<file path="src/hw/rtl/uart_idle_timeout_frame_receiver_assert.svh">
// Assertion macros for the idle-gap frame receiver; clock clk, reset rst_n.
`ifndef UART_IDLE_TIMEOUT_FRAME_RECEIVER_ASSERT_SVH
`define UART_IDLE_TIMEOUT_FRAME_RECEIVER_ASSERT_SVH

// Same-cycle implication.
`define UITF_ASSERT_NOW(label, ante, cons, msg) \
    label: assert property (@(posedge clk) disable iff (!rst_n) (ante) |-> (cons)) \
        else $error(msg);

// Next-cycle implication.
`define UITF_ASSERT_NEXT(label, ante, cons, msg) \
    label: assert property (@(posedge clk) disable iff (!rst_n) (ante) |=> (cons)) \
        else $error(msg);

`endif

</file>
<file path="src/hw/rtl/uitf_pkg.sv">
// Package: constants, op codes and item types of the idle-gap frame receiver.
package uitf_pkg;

    localparam int BUFFER_DEPTH = 320;
    localparam int ADDR_W       = (BUFFER_DEPTH > 1) ? $clog2(BUFFER_DEPTH) : 1;
    localparam int CNT_W        = $clog2(BUFFER_DEPTH + 1);
    localparam int IDX_W        = 9;
    localparam int LEN_W        = 9;
    localparam int CMP_W        = (CNT_W > IDX_W) ? CNT_W : IDX_W;
    localparam int BYTE_W       = 8;
    localparam int TICK_W       = 16;

    localparam logic [1:0] OP_BYTE    = 2'd0;
    localparam logic [1:0] OP_TICK    = 2'd1;
    localparam logic [1:0] OP_READ    = 2'd2;
    localparam logic [1:0] OP_RELEASE = 2'd3;

    localparam logic [TICK_W-1:0] EXPIRE_RESET = 16'd2;
    localparam logic [TICK_W-1:0] TICK_MAX     = 16'hFFFF;

    typedef struct packed {
        logic [1:0]        op;
        logic [BYTE_W-1:0] byte_value;
        logic [IDX_W-1:0]  read_index;
    } uitf_in_t;

    typedef struct packed {
        logic              frame_ready;
        logic [LEN_W-1:0]  frame_length;
        logic [BYTE_W-1:0] read_data;
    } uitf_out_t;

    typedef struct packed {
        logic             frame_ready;
        logic [LEN_W-1:0] frame_length;
        logic             read_hit;
    } uitf_stage_t;

endpackage

</file>
<file path="src/hw/rtl/uitf_ram.sv">
// Generic single-port RAM with registered read.
module uitf_ram #(
    parameter int WIDTH = 8,
    parameter int DEPTH = 320
) (
    input  logic                                         clk,
    input  logic                                         we,
    input  logic                                         re,
    input  logic [((DEPTH > 1) ? $clog2(DEPTH) : 1)-1:0] addr,
    input  logic [WIDTH-1:0]                             wdata,
    output logic [WIDTH-1:0]                             rdata
);

    logic [WIDTH-1:0] mem_reg [DEPTH];
    logic [WIDTH-1:0] rdata_reg;

    always_ff @(posedge clk)
    begin
        if (we)
        begin
            mem_reg[addr] <= wdata;
        end
        else if (re)
        begin
            rdata_reg <= mem_reg[addr];
        end
    end

    assign rdata = rdata_reg;

endmodule

</file>
<file path="src/hw/rtl/uitf_ctrl.sv">
// Frame control: flags, byte count, idle tick counter and buffer access.
module uitf_ctrl
    import uitf_pkg::*;
(
    input  logic              clk,
    input  logic              rst_n,
    input  logic              in_accept,
    input  uitf_in_t          in_item,
    input  logic              cfg_valid,
    input  logic [TICK_W-1:0] cfg_data,
    output logic              cfg_ready,
    output logic              ram_we,
    output logic              ram_re,
    output logic [ADDR_W-1:0] ram_addr,
    output logic [BYTE_W-1:0] ram_wdata,
    output uitf_stage_t       stage
);

    logic [CNT_W-1:0]  count_reg,   count_next;
    logic              loading_reg, loading_next;
    logic              ready_reg,   ready_next;
    logic [TICK_W-1:0] ticks_reg,   ticks_next;
    logic [TICK_W-1:0] expire_reg,  expire_next;
    logic [TICK_W-1:0] ticks_inc;
    logic              read_hit;

    assign cfg_ready = 1'b1;
    assign ticks_inc = (ticks_reg == TICK_MAX) ? ticks_reg : ticks_reg + 1'b1;
    assign expire_next = cfg_valid ? cfg_data : expire_reg;
    assign ram_wdata = in_item.byte_value;

    always_comb
    begin
        count_next   = count_reg;
        loading_next = loading_reg;
        ready_next   = ready_reg;
        ticks_next   = ticks_reg;
        ram_we       = 1'b0;
        ram_re       = 1'b0;
        ram_addr     = '0;
        read_hit     = 1'b0;
        if (in_accept)
        begin
            case (in_item.op)
                OP_BYTE:
                begin
                    if (!ready_reg)
                    begin
                        if (!loading_reg)
                        begin
                            ram_we       = 1'b1;
                            count_next   = CNT_W'(1);
                            loading_next = 1'b1;
                            ticks_next   = '0;
                        end
                        else if (count_reg < CNT_W'(BUFFER_DEPTH))
                        begin
                            ram_we     = 1'b1;
                            ram_addr   = count_reg[ADDR_W-1:0];
                            count_next = count_reg + 1'b1;
                            ticks_next = '0;
                        end
                    end
                end
                OP_TICK:
                begin
                    if (loading_reg && !ready_reg)
                    begin
                        ticks_next = ticks_inc;
                        if (ticks_inc > expire_reg)
                        begin
                            loading_next = 1'b0;
                            ready_next   = 1'b1;
                        end
                    end
                end
                OP_READ:
                begin
                    if (ready_reg && (CMP_W'(in_item.read_index) < CMP_W'(count_reg)))
                    begin
                        read_hit = 1'b1;
                        ram_re   = 1'b1;
                        ram_addr = ADDR_W'(in_item.read_index);
                    end
                end
                OP_RELEASE:
                begin
                    ready_next   = 1'b0;
                    loading_next = 1'b0;
                    count_next   = '0;
                end
                default:
                begin
                    ready_next = ready_reg;
                end
            endcase
        end
    end

    assign stage.frame_ready  = ready_next;
    assign stage.frame_length = ready_next ? LEN_W'(count_next) : '0;
    assign stage.read_hit     = read_hit;

    always_ff @(posedge clk or negedge rst_n)
    begin
        if (!rst_n)
        begin
            count_reg   <= '0;
            loading_reg <= 1'b0;
            ready_reg   <= 1'b0;
            ticks_reg   <= '0;
            expire_reg  <= EXPIRE_RESET;
        end
        else
        begin
            count_reg   <= count_next;
            loading_reg <= loading_next;
            ready_reg   <= ready_next;
            ticks_reg   <= ticks_next;
            expire_reg  <= expire_next;
        end
    end

`include "uart_idle_timeout_frame_receiver_assert.svh"

    `UITF_ASSERT_NOW(a_flags_excl, ready_reg, !loading_reg, "ready and loading both set")
    `UITF_ASSERT_NOW(a_count_bound, 1'b1, count_reg <= CNT_W'(BUFFER_DEPTH), "count past depth")
    `UITF_ASSERT_NOW(a_no_write_ready, ram_we, !ready_reg && !ram_re, "buffer write while ready")

endmodule

</file>
<file path="src/hw/rtl/uitf_out.sv">
// Result pipeline: buffer read stage and output register.
module uitf_out
    import uitf_pkg::*;
(
    input  logic              clk,
    input  logic              rst_n,
    input  logic              in_valid,
    input  logic              out_stall,
    input  uitf_stage_t       stage,
    input  logic [BYTE_W-1:0] ram_rdata,
    output logic              in_stall,
    output logic              in_accept,
    output logic              out_valid,
    output uitf_out_t         out_item
);

    logic        s1_valid_reg, s1_valid_next;
    uitf_stage_t s1_reg;
    logic        out_valid_reg, out_valid_next;
    uitf_out_t   out_reg;
    logic        s1_go;

    assign s1_go     = !out_valid_reg || !out_stall;
    assign in_stall  = s1_valid_reg && !s1_go;
    assign in_accept = in_valid && !in_stall;

    assign s1_valid_next  = in_accept || (s1_valid_reg && !s1_go);
    assign out_valid_next = s1_go ? s1_valid_reg : out_valid_reg;

    always_ff @(posedge clk or negedge rst_n)
    begin
        if (!rst_n)
        begin
            s1_valid_reg  <= 1'b0;
            out_valid_reg <= 1'b0;
        end
        else
        begin
            s1_valid_reg  <= s1_valid_next;
            out_valid_reg <= out_valid_next;
        end
    end

    always_ff @(posedge clk)
    begin
        if (in_accept)
        begin
            s1_reg <= stage;
        end
        if (s1_go && s1_valid_reg)
        begin
            out_reg.frame_ready  <= s1_reg.frame_ready;
            out_reg.frame_length <= s1_reg.frame_length;
            out_reg.read_data    <= s1_reg.read_hit ? ram_rdata : '0;
        end
    end

    assign out_valid = out_valid_reg;
    assign out_item  = out_reg;

`include "uart_idle_timeout_frame_receiver_assert.svh"

    `UITF_ASSERT_NEXT(a_s1_hold, s1_valid_reg && !s1_go, s1_valid_reg, "read stage lost item")
    `UITF_ASSERT_NOW(a_stall_full, in_stall, s1_valid_reg && out_valid_reg, "stall with room")
    `UITF_ASSERT_NEXT(a_s1_drain, s1_valid_reg && s1_go, out_valid_reg, "item not moved to output")

endmodule

</file>
<file path="src/hw/rtl/uart_idle_timeout_frame_receiver.sv">
// Top level of the idle-gap frame receiver.
//
//   channel  direction  handshake          item
//   in       input      in_valid/in_stall  uitf_in_t: op, byte_value, read_index
//   out      output     out_valid/out_stall uitf_out_t: frame_ready, frame_length, read_data
//   cfg      input      cfg_valid/cfg_ready cfg_data: expire_ticks
//
// One item per cycle while the input is not stalled; a result passes the read stage
// and the output register before it is offered. The frame buffer is one single-port
// RAM with a registered read, used by at most one write or one read per item.
// Reset clears the flags, byte count, idle counter and sets expire_ticks to 2.
// An output stall holds the output register; the input stalls only while the read
// stage and the output register are both full and the output is stalled.
module uart_idle_timeout_frame_receiver
    import uitf_pkg::*;
(
    input  logic              clk,
    input  logic              rst_n,
    input  logic              in_valid,
    output logic              in_stall,
    input  uitf_in_t          in_item,
    output logic              out_valid,
    input  logic              out_stall,
    output uitf_out_t         out_item,
    input  logic              cfg_valid,
    output logic              cfg_ready,
    input  logic [TICK_W-1:0] cfg_data
);

    logic              in_accept;
    logic              ram_we;
    logic              ram_re;
    logic [ADDR_W-1:0] ram_addr;
    logic [BYTE_W-1:0] ram_wdata;
    logic [BYTE_W-1:0] ram_rdata;
    uitf_stage_t       stage;

    uitf_ctrl u_ctrl (
        .clk       (clk),
        .rst_n     (rst_n),
        .in_accept (in_accept),
        .in_item   (in_item),
        .cfg_valid (cfg_valid),
        .cfg_data  (cfg_data),
        .cfg_ready (cfg_ready),
        .ram_we    (ram_we),
        .ram_re    (ram_re),
        .ram_addr  (ram_addr),
        .ram_wdata (ram_wdata),
        .stage     (stage)
    );

    uitf_ram #(
        .WIDTH (BYTE_W),
        .DEPTH (BUFFER_DEPTH)
    ) u_frame_store (
        .clk   (clk),
        .we    (ram_we),
        .re    (ram_re),
        .addr  (ram_addr),
        .wdata (ram_wdata),
        .rdata (ram_rdata)
    );

    uitf_out u_out (
        .clk       (clk),
        .rst_n     (rst_n),
        .in_valid  (in_valid),
        .out_stall (out_stall),
        .stage     (stage),
        .ram_rdata (ram_rdata),
        .in_stall  (in_stall),
        .in_accept (in_accept),
        .out_valid (out_valid),
        .out_item  (out_item)
    );

endmodule
</file>
<file path="config.mk">
export PLATFORM = sky130hd
export DESIGN_NAME = uart_idle_timeout_frame_receiver
export DESIGN_NICKNAME = d
export VERILOG_FILES = /design/src/hw/rtl/uitf_pkg.sv /design/src/hw/rtl/uitf_ram.sv /design/src/hw/rtl/uitf_ctrl.sv /design/src/hw/rtl/uitf_out.sv /design/src/hw/rtl/uart_idle_timeout_frame_receiver.sv
export VERILOG_INCLUDE_DIRS = /design/src /design/src/hw/rtl
export SDC_FILE = /design/constraint.sdc
export NUM_CORES = 2
export LEC_CHECK = 0
export BUFFER_PORTS_ARGS = -buffer_cell sky130_fd_sc_hd__buf_2
export CAP_MARGIN = 20
export CORE_MARGIN = 2
export CORE_UTILIZATION = 58
export CTS_BUF_LIST = sky130_fd_sc_hd__clkbuf_4 sky130_fd_sc_hd__clkbuf_8 sky130_fd_sc_hd__clkbuf_16
export CTS_CLUSTER_DIAMETER = 40
export DETAILED_ROUTE_END_ITERATION = 16
export HOLD_SLACK_MARGIN = 0.15
export MAX_ROUTING_LAYER = met4
export PLACE_DENSITY = 0.73
export SYNTH_ARGS = -nofsm -noshare
export SYNTH_HDL_FRONTEND = slang
export SYNTH_HIERARCHICAL = 1
export SYNTH_SLANG_ARGS = --single-unit
</file>
<file path="constraint.sdc">
create_clock -name clk -period 9.3 [get_ports clk]
set_input_delay 0.93 -clock clk [delete_from_list [all_inputs] [get_ports clk]]
set_output_delay 0.93 -clock clk [all_outputs]
set_load 0.005 [all_outputs]
</file>
* After elaboration in Yosys (flattened, before gate mapping)
Memory sizes are Yosys's and may differ from the RTL's. A register that Yosys moved wholly into a read port is not among the register bits. Cells that the tools add are included.
Operators by class: add/sub/neg operators 2, magnitude comparators 3, equal/unequal tests 8, multiplexer cells 35, bitwise operators 1, reductions and logical operators 18
Operators with widths (number):
- 9-bit two-way mux | 9
- 16-bit two-way mux | 5
- 9-bit case mux with 2 select lines | 2
- 16-bit case mux with 2 select lines | 1
- 16-bit by 1-bit adder with 16-bit output (second input constant) | 1
- 16-bit == test (second input constant) | 1
- 16-bit greater-than comparator | 1
- 1-bit two-way mux | 16
- 5-bit AND reduction | 2
- 9-bit by 1-bit adder with 9-bit output (second input constant) | 1
- 9-bit less-than comparator | 1
- 9-bit less-than comparator (second input constant) | 1
- 1-bit logical AND | 5
- 1-bit logical NOT | 5
- 2-bit == test (second input constant) | 2
- 2-bit by 1-bit != test with 1-bit output (second input constant) | 2
- 3-bit != test (second input constant) | 1
- 1-bit case mux with 3 select lines | 1
- 3-bit nonzero test | 1
- 2-bit by 1-bit == test with 1-bit output (second input constant) | 1
- 2-bit logical NOT | 1
- 1-bit logical OR | 2
- 2-bit != test (second input constant) | 1
- 1-bit case mux with 2 select lines | 1
- other kinds (3) | 3
Storage, ports and cells: flip-flop bits (word level) 74, memory bits (writable) 2560, input bits 40, output and inout bits 21, word-level logic and storage cells 81, memories kept 1
Memory list:
- u_frame_store.mem_reg | words 320, width 8, rd ports 1, clocked after memory_dff 1, write ports 1, RTL line uitf_ram.sv:14 | logic [WIDTH-1:0] mem_reg [DEPTH];

* Logic depth before layout (Yosys ltp)
depth after elaboration 9, gate-level depth with buffers 20, gate-level depth less buffers 14

* Modules after synthesis
The synthesis kept the hierarchy.
Modules (own cells, without submodules):
- uitf_ram | times used 1, cells an instance 4388, area an instance 99220.2 um^2, sequential area each 77114.0 um^2
- uitf_ctrl | times used 1, cells an instance 416, area an instance 3443.3 um^2, sequential area each 1077.3 um^2
- uitf_out | times used 1, cells an instance 45, area an instance 1013.5 um^2, sequential area each 920.9 um^2

* Least setup slack after synthesis
Ideal clock, no wire load.
path type input-to-reg, from input in_item[5] (netlist name), to memory u_frame_store.mem_reg[1][0], enable pin, setup time 0.370 ns, arrival time 4.530 ns, required time 8.930 ns, slack 4.399 ns, cell stages on the path 17, buffers on the path 8, cells stage by stage ha_1 a21o_1 a2111oi_0 o31a_1 o21ba_2 a22o_1 buf_6 buf_6 buf_4 buf_4 buf_4 buf_4 buf_4 nor2b_1 nand2_1 buf_2 nor2_1
On the way: longest elaborated chain between the ends 5
Ends and longest elaborated chain:
- start: declaration | RTL line uart_idle_timeout_frame_receiver.sv:21 | input uitf_in_t in_item,
- 9-bit less-than comparator | RTL line uitf_ctrl.sv:79 | if (ready_reg && (CMP_W'(in_item.read_index) < CMP_W'(count_reg)))
- 1-bit logical AND | RTL line uitf_ctrl.sv:79
- 9-bit two-way mux | RTL line uitf_ctrl.sv:79
- 9-bit case mux with 2 select lines | RTL line uitf_ctrl.sv:44 | case (in_item.op)
- 9-bit two-way mux | RTL line uitf_ctrl.sv:42 | if (in_accept)
- named net ram_addr[0] | RTL line uart_idle_timeout_frame_receiver.sv:33 | logic [ADDR_W-1:0] ram_addr;
- end: declaration | RTL line uitf_ram.sv:14
The timed path passes the listed nets, and every way through them passes these cells.

* Worst setup path after layout
from register u_ctrl.count_reg[5], to register u_frame_store.rdata_reg[1] (netlist: u_frame_store/rdata[1]) (read register of u_frame_store.mem_reg), data pin
On the way: elaborated cells between the ends (all ways) 19, classes of those cells order compare (2); mux (14); bitwise (1); reduce/logical (2)
RTL lines:
- start: declaration | RTL line uitf_ctrl.sv:19 | logic [CNT_W-1:0] count_reg, count_next;
- start signal: assignment | RTL line uitf_ctrl.sv:116 | count_reg <= count_next;
- 9-bit less-than comparator | RTL line uitf_ctrl.sv:56 | else if (count_reg < CNT_W'(BUFFER_DEPTH))
- 9-bit two-way mux | RTL line uitf_ctrl.sv:56
- 9-bit two-way mux | RTL line uitf_ctrl.sv:49 | if (!loading_reg)
- 9-bit two-way mux | RTL line uitf_ctrl.sv:47 | if (!ready_reg)
- 9-bit case mux with 2 select lines * | RTL line uitf_ctrl.sv:44
- 9-bit two-way mux * | RTL line uitf_ctrl.sv:42
- named net ram_addr[2] | RTL line uart_idle_timeout_frame_receiver.sv:33
- end: declaration | RTL line uitf_ram.sv:15 | logic [WIDTH-1:0] rdata_reg;
Mark *: on every way through the listed nets, which the timed path passes. The rest lies on a longest branch. A chain may end at the register's enable or synchronous reset.

==> flow_summary.toml <==
[outcome]
status = "finished, final reports clean"

[detailed_routing]
drc_errors = 0
dr.pass1.iters = 6
vias = 51600
drt_iter0_drc = 7395
wl_per_cell_um = 33.5
vias_per_cell = 6.78
ant_nets = 0
wl_um = 255000

[worst_setup_path]
r2r_start = "u_ctrl/count_reg[5]"
worst_path_most_repeated_cell = "buf_4"
worstPathCellList = "inv_1, ha_1, a21o_1, a2111oi_0, o31a_1, o21ai_0, a21oi_4, buf_4, clkinv_1, nor2_4, buf_4, a22oi_1, a22o_1, a32oi_1, nand4b_1, a211o_1"
crit_buf_inv = 4
r2r_slack_ns = 2.48
worstRegToRegCells = 16
worstPathRequired_ns = 9.98
path_class = "flop to flop"
cp.arrival_ns = 7.50
worstPathMaxFanout = 31
cpPeakStageDelay_ns = 0.86
startpoint = "u_ctrl/count_reg[5]"
r2r-end = "u_frame_store/rdata[1]"
endpoint_kind = "flop"
crit_slowest_cell = "nor2_4"
cp_top_family = "compound AO/OA/AOI/OAI gates"
cp-start-kind = "flop"

[pwr]
ir_drop_v = 0.000201
p_leak_uw = 0.0362
internal_power_uw = 20500
pwr_density_cell_nw_per_um2 = 220
pwr-share-clk_pct = 47.1
switchingPower_uw = 5150
combPwrFrac_pct = 1.7
seqPwrFrac_pct = 51.2
switching_share_pct = 20.1

[layout]
drive_gt1_share_pct = 27.4
final_cell_mix = "edfxtp_1, mux4_2, nor2_1, clkbuf_16, nand2_1"
fin_cells = 7609
largest_reg_flops = 2560
final_area_um2 = 117000
final_common_cell = "edfxtp_1"
syn_to_final_growth_pct = 12.7
nets = 5097

[placement]
dp.cells = 7063
pre_cts_ws_ns = 2.26
post_dp_cell_area_um2 = 107000
gp_congestion = 0.875
portBuffers = 59
hpwlAfterDp_um = 145000

[sta]
min_period_ns = 6.82
rsz0062_at_grt = "false"
period_share_pct = 73.3
hold_ws_ns = 0.218
fmax_mhz = 147
max_slew_margin_pct = 15.8
worstMarginPinSlew_ns = 1.26
slew_violations = 0
worst_slack_ns = 2.48
skew_ns = 0.0836
finalSetupTns_ns = 0
finalHoldViolations = 0
setup-violations-final = 0

[logic_synthesis]
syn-num-nets = 4920
synth_flop_cell = "edfxtp_1"
synth_area_leaders = "edfxtp_1, mux4_2, nor2_1"
yosysWarnings = 6
synth_enable_flop_cells = 2597
yosys.area.top_type = "edfxtp_1"
seq_area_frac_synth_pct = 76.3
synth_cell_types = 77
yosys.area.top_type_share_pct = 75.2
synthCells = 4849
avgSynthCellArea_um2 = 21.4
synth-seq-cells = 2642
synth_area_um2 = 104000
async_reset_ff_share_pct = 1.70

[clock_network]
cts_setup_buffers = 0
root_buffer = "clkbuf_16"
insertion_delay_ns = 0.94
clkTransAtPathRegs_ns = 0.06
h-tree-depth = 5
clk_path_buf_depth = 4
cts_sinks = 2642
cts_tree = "yes"
numCtsBuffers = 314

[global_route]
grt_overflow = 0
grt_usage_pct = 29.2
grt_pass1_vias = 51200
antenna_found_initial = 4
grt_max_degree = 201
grt_pass1_wl_um = 367000

[floorplan]
dieArea_um2 = 182000
initial_core_util_pct = 58.2
coreArea_um2 = 178000
die_w_um = 427
rows = 155
die_y_um = 427
io-pin-count = 61

[hold_path]
hold_start = "cfg_data[5]"
worstHoldPathCells = 3
hold_path_class = "input port to flop"
hold_path_end = "u_ctrl/expire_reg[5]"

[flow_run]
cap_viol_max_count = 0
[power by group through the flow]
stage | clock [uW] | combinational (uW) | sequential, uW
final | 12100 | 445 | 13100
after global routing | 12700 | 486 | 13100
after CTS | 12200 | 446 | 13100
after detailed placement | 0 | 444 | 13400
after global placement | 0 | 424 | 13400
after floorplan | 0 | 274 | 13400
[worst reg2reg max path, cell delays in order (launching register included)]
cell	delay (ns)
dfrtp_1	0.39
inv_1	0.11
ha_1	0.26
a21o_1	0.18
a2111oi_0	0.43
o31a_1	0.31
o21ai_0	0.18
a21oi_4	0.27
buf_4	0.65
clkinv_1	0.68
nor2_4	0.86
buf_4	0.60
a22oi_1	0.31
a22o_1	0.29
a32oi_1	0.63
nand4b_1	0.19
a211o_1	0.25
[what timing repair did]
action,CTS,global route
gates resized for setup,0,0
hold buffers,0,1
hold endpoints to repair,0,35
[final cells by class]
class                           instances  area (um^2)
Sequential cell                      2642        79100
Fill cell                           11100        61100
Multi-Input combinational cell       1870        23100
Clock buffer                          361         8370
Tap cell                             2355         2950
Clock inverter                        179         1900
Timing Repair Buffer                  158         1280
Inverter                               40          158
Antenna cell                            4         10.0
[per-stage QoR]
step / utilization (%) / total power (uW)
CTS: 65.6 / 25800
finish: 65.7 / 25700
global route: 65.7 / 26300
global placement: 59.9 / 13800
floorplan: - / 13600
detailed placement: 59.9 / 13800
[layer usage]
| metal | global-route usage (%) | vias up | wire, um |
|---|---|---|---|
| li1 | - | 20500 | - |
| met1 | 40.2 | 27100 | 94800 |
| met2 | 43.3 | 3348 | 121000 |
| met3 | 6.76 | 551 | 29200 |
| met4 | 11.2 | 0 | 10100 |
| met5 | - | - | 0 |
[worst max-delay path by stage]
| stage | end | slack [ns] | depth (start not counted) |
|---|---|---|---|
| 2_1_floorplan | u_frame_store/mem_reg[1][0] | 4.40 | 17 |
| 3_3_place_gp | u_frame_store/rdata[1] | 2.17 | 16 |
| 3_5_place_dp | u_frame_store/rdata[1] | 2.26 | 17 |
| 4_1_cts | u_frame_store/rdata[1] | 2.82 | 16 |
| 5_1_grt | u_frame_store/rdata[1] | 2.51 | 16 |
| 6_report | u_frame_store/rdata[1] | 2.48 | 16 |
[cell families (layout without fill, tap and decap cells)]
family	count (synthesis)	in the layout	synth area share, %
buffers and inverters	337	738	1.58
XOR/XNOR	18	18	0.152
multiplexers	840	840	16.7
other	1	5	0.00362
AO/OA/AOI/OAI	292	292	1.95
AND/OR/NAND/NOR	688	688	2.88
flip-flops	2642	2642	76.3
adder cells (fa/ha/maj)	31	31	0.374
[synth_stat cells (8+ instances only)]
| cell type | instances |
|---|---|
| buf_2 | 77 |
| nor4_1 | 8 |
| mux4_2 | 715 |
| a22oi_1 | 68 |
| a31oi_1 | 10 |
| xnor2_1 | 15 |
| nor2_1 | 368 |
| a22o_1 | 11 |
| a32oi_1 | 25 |
| a21oi_1 | 54 |
| and3_1 | 13 |
| o21ai_0 | 40 |
| mux2_2 | 8 |
| nand3_1 | 45 |
| nand4_1 | 12 |
| buf_6 | 9 |
| o21ai_1 | 13 |
| dfrtp_1 | 44 |
| edfxtp_1 | 2597 |
| nand2_1 | 156 |
| and2_1 | 19 |
| buf_4 | 56 |
| nor3_1 | 15 |
| mux2i_1 | 117 |
| ha_1 | 31 |
| buf_1 | 28 |
| nor2b_1 | 16 |
| clkbuf_1 | 127 |
| inv_1 | 37 |
| o22ai_1 | 8 |
Power figures use the tool's default switching activity.
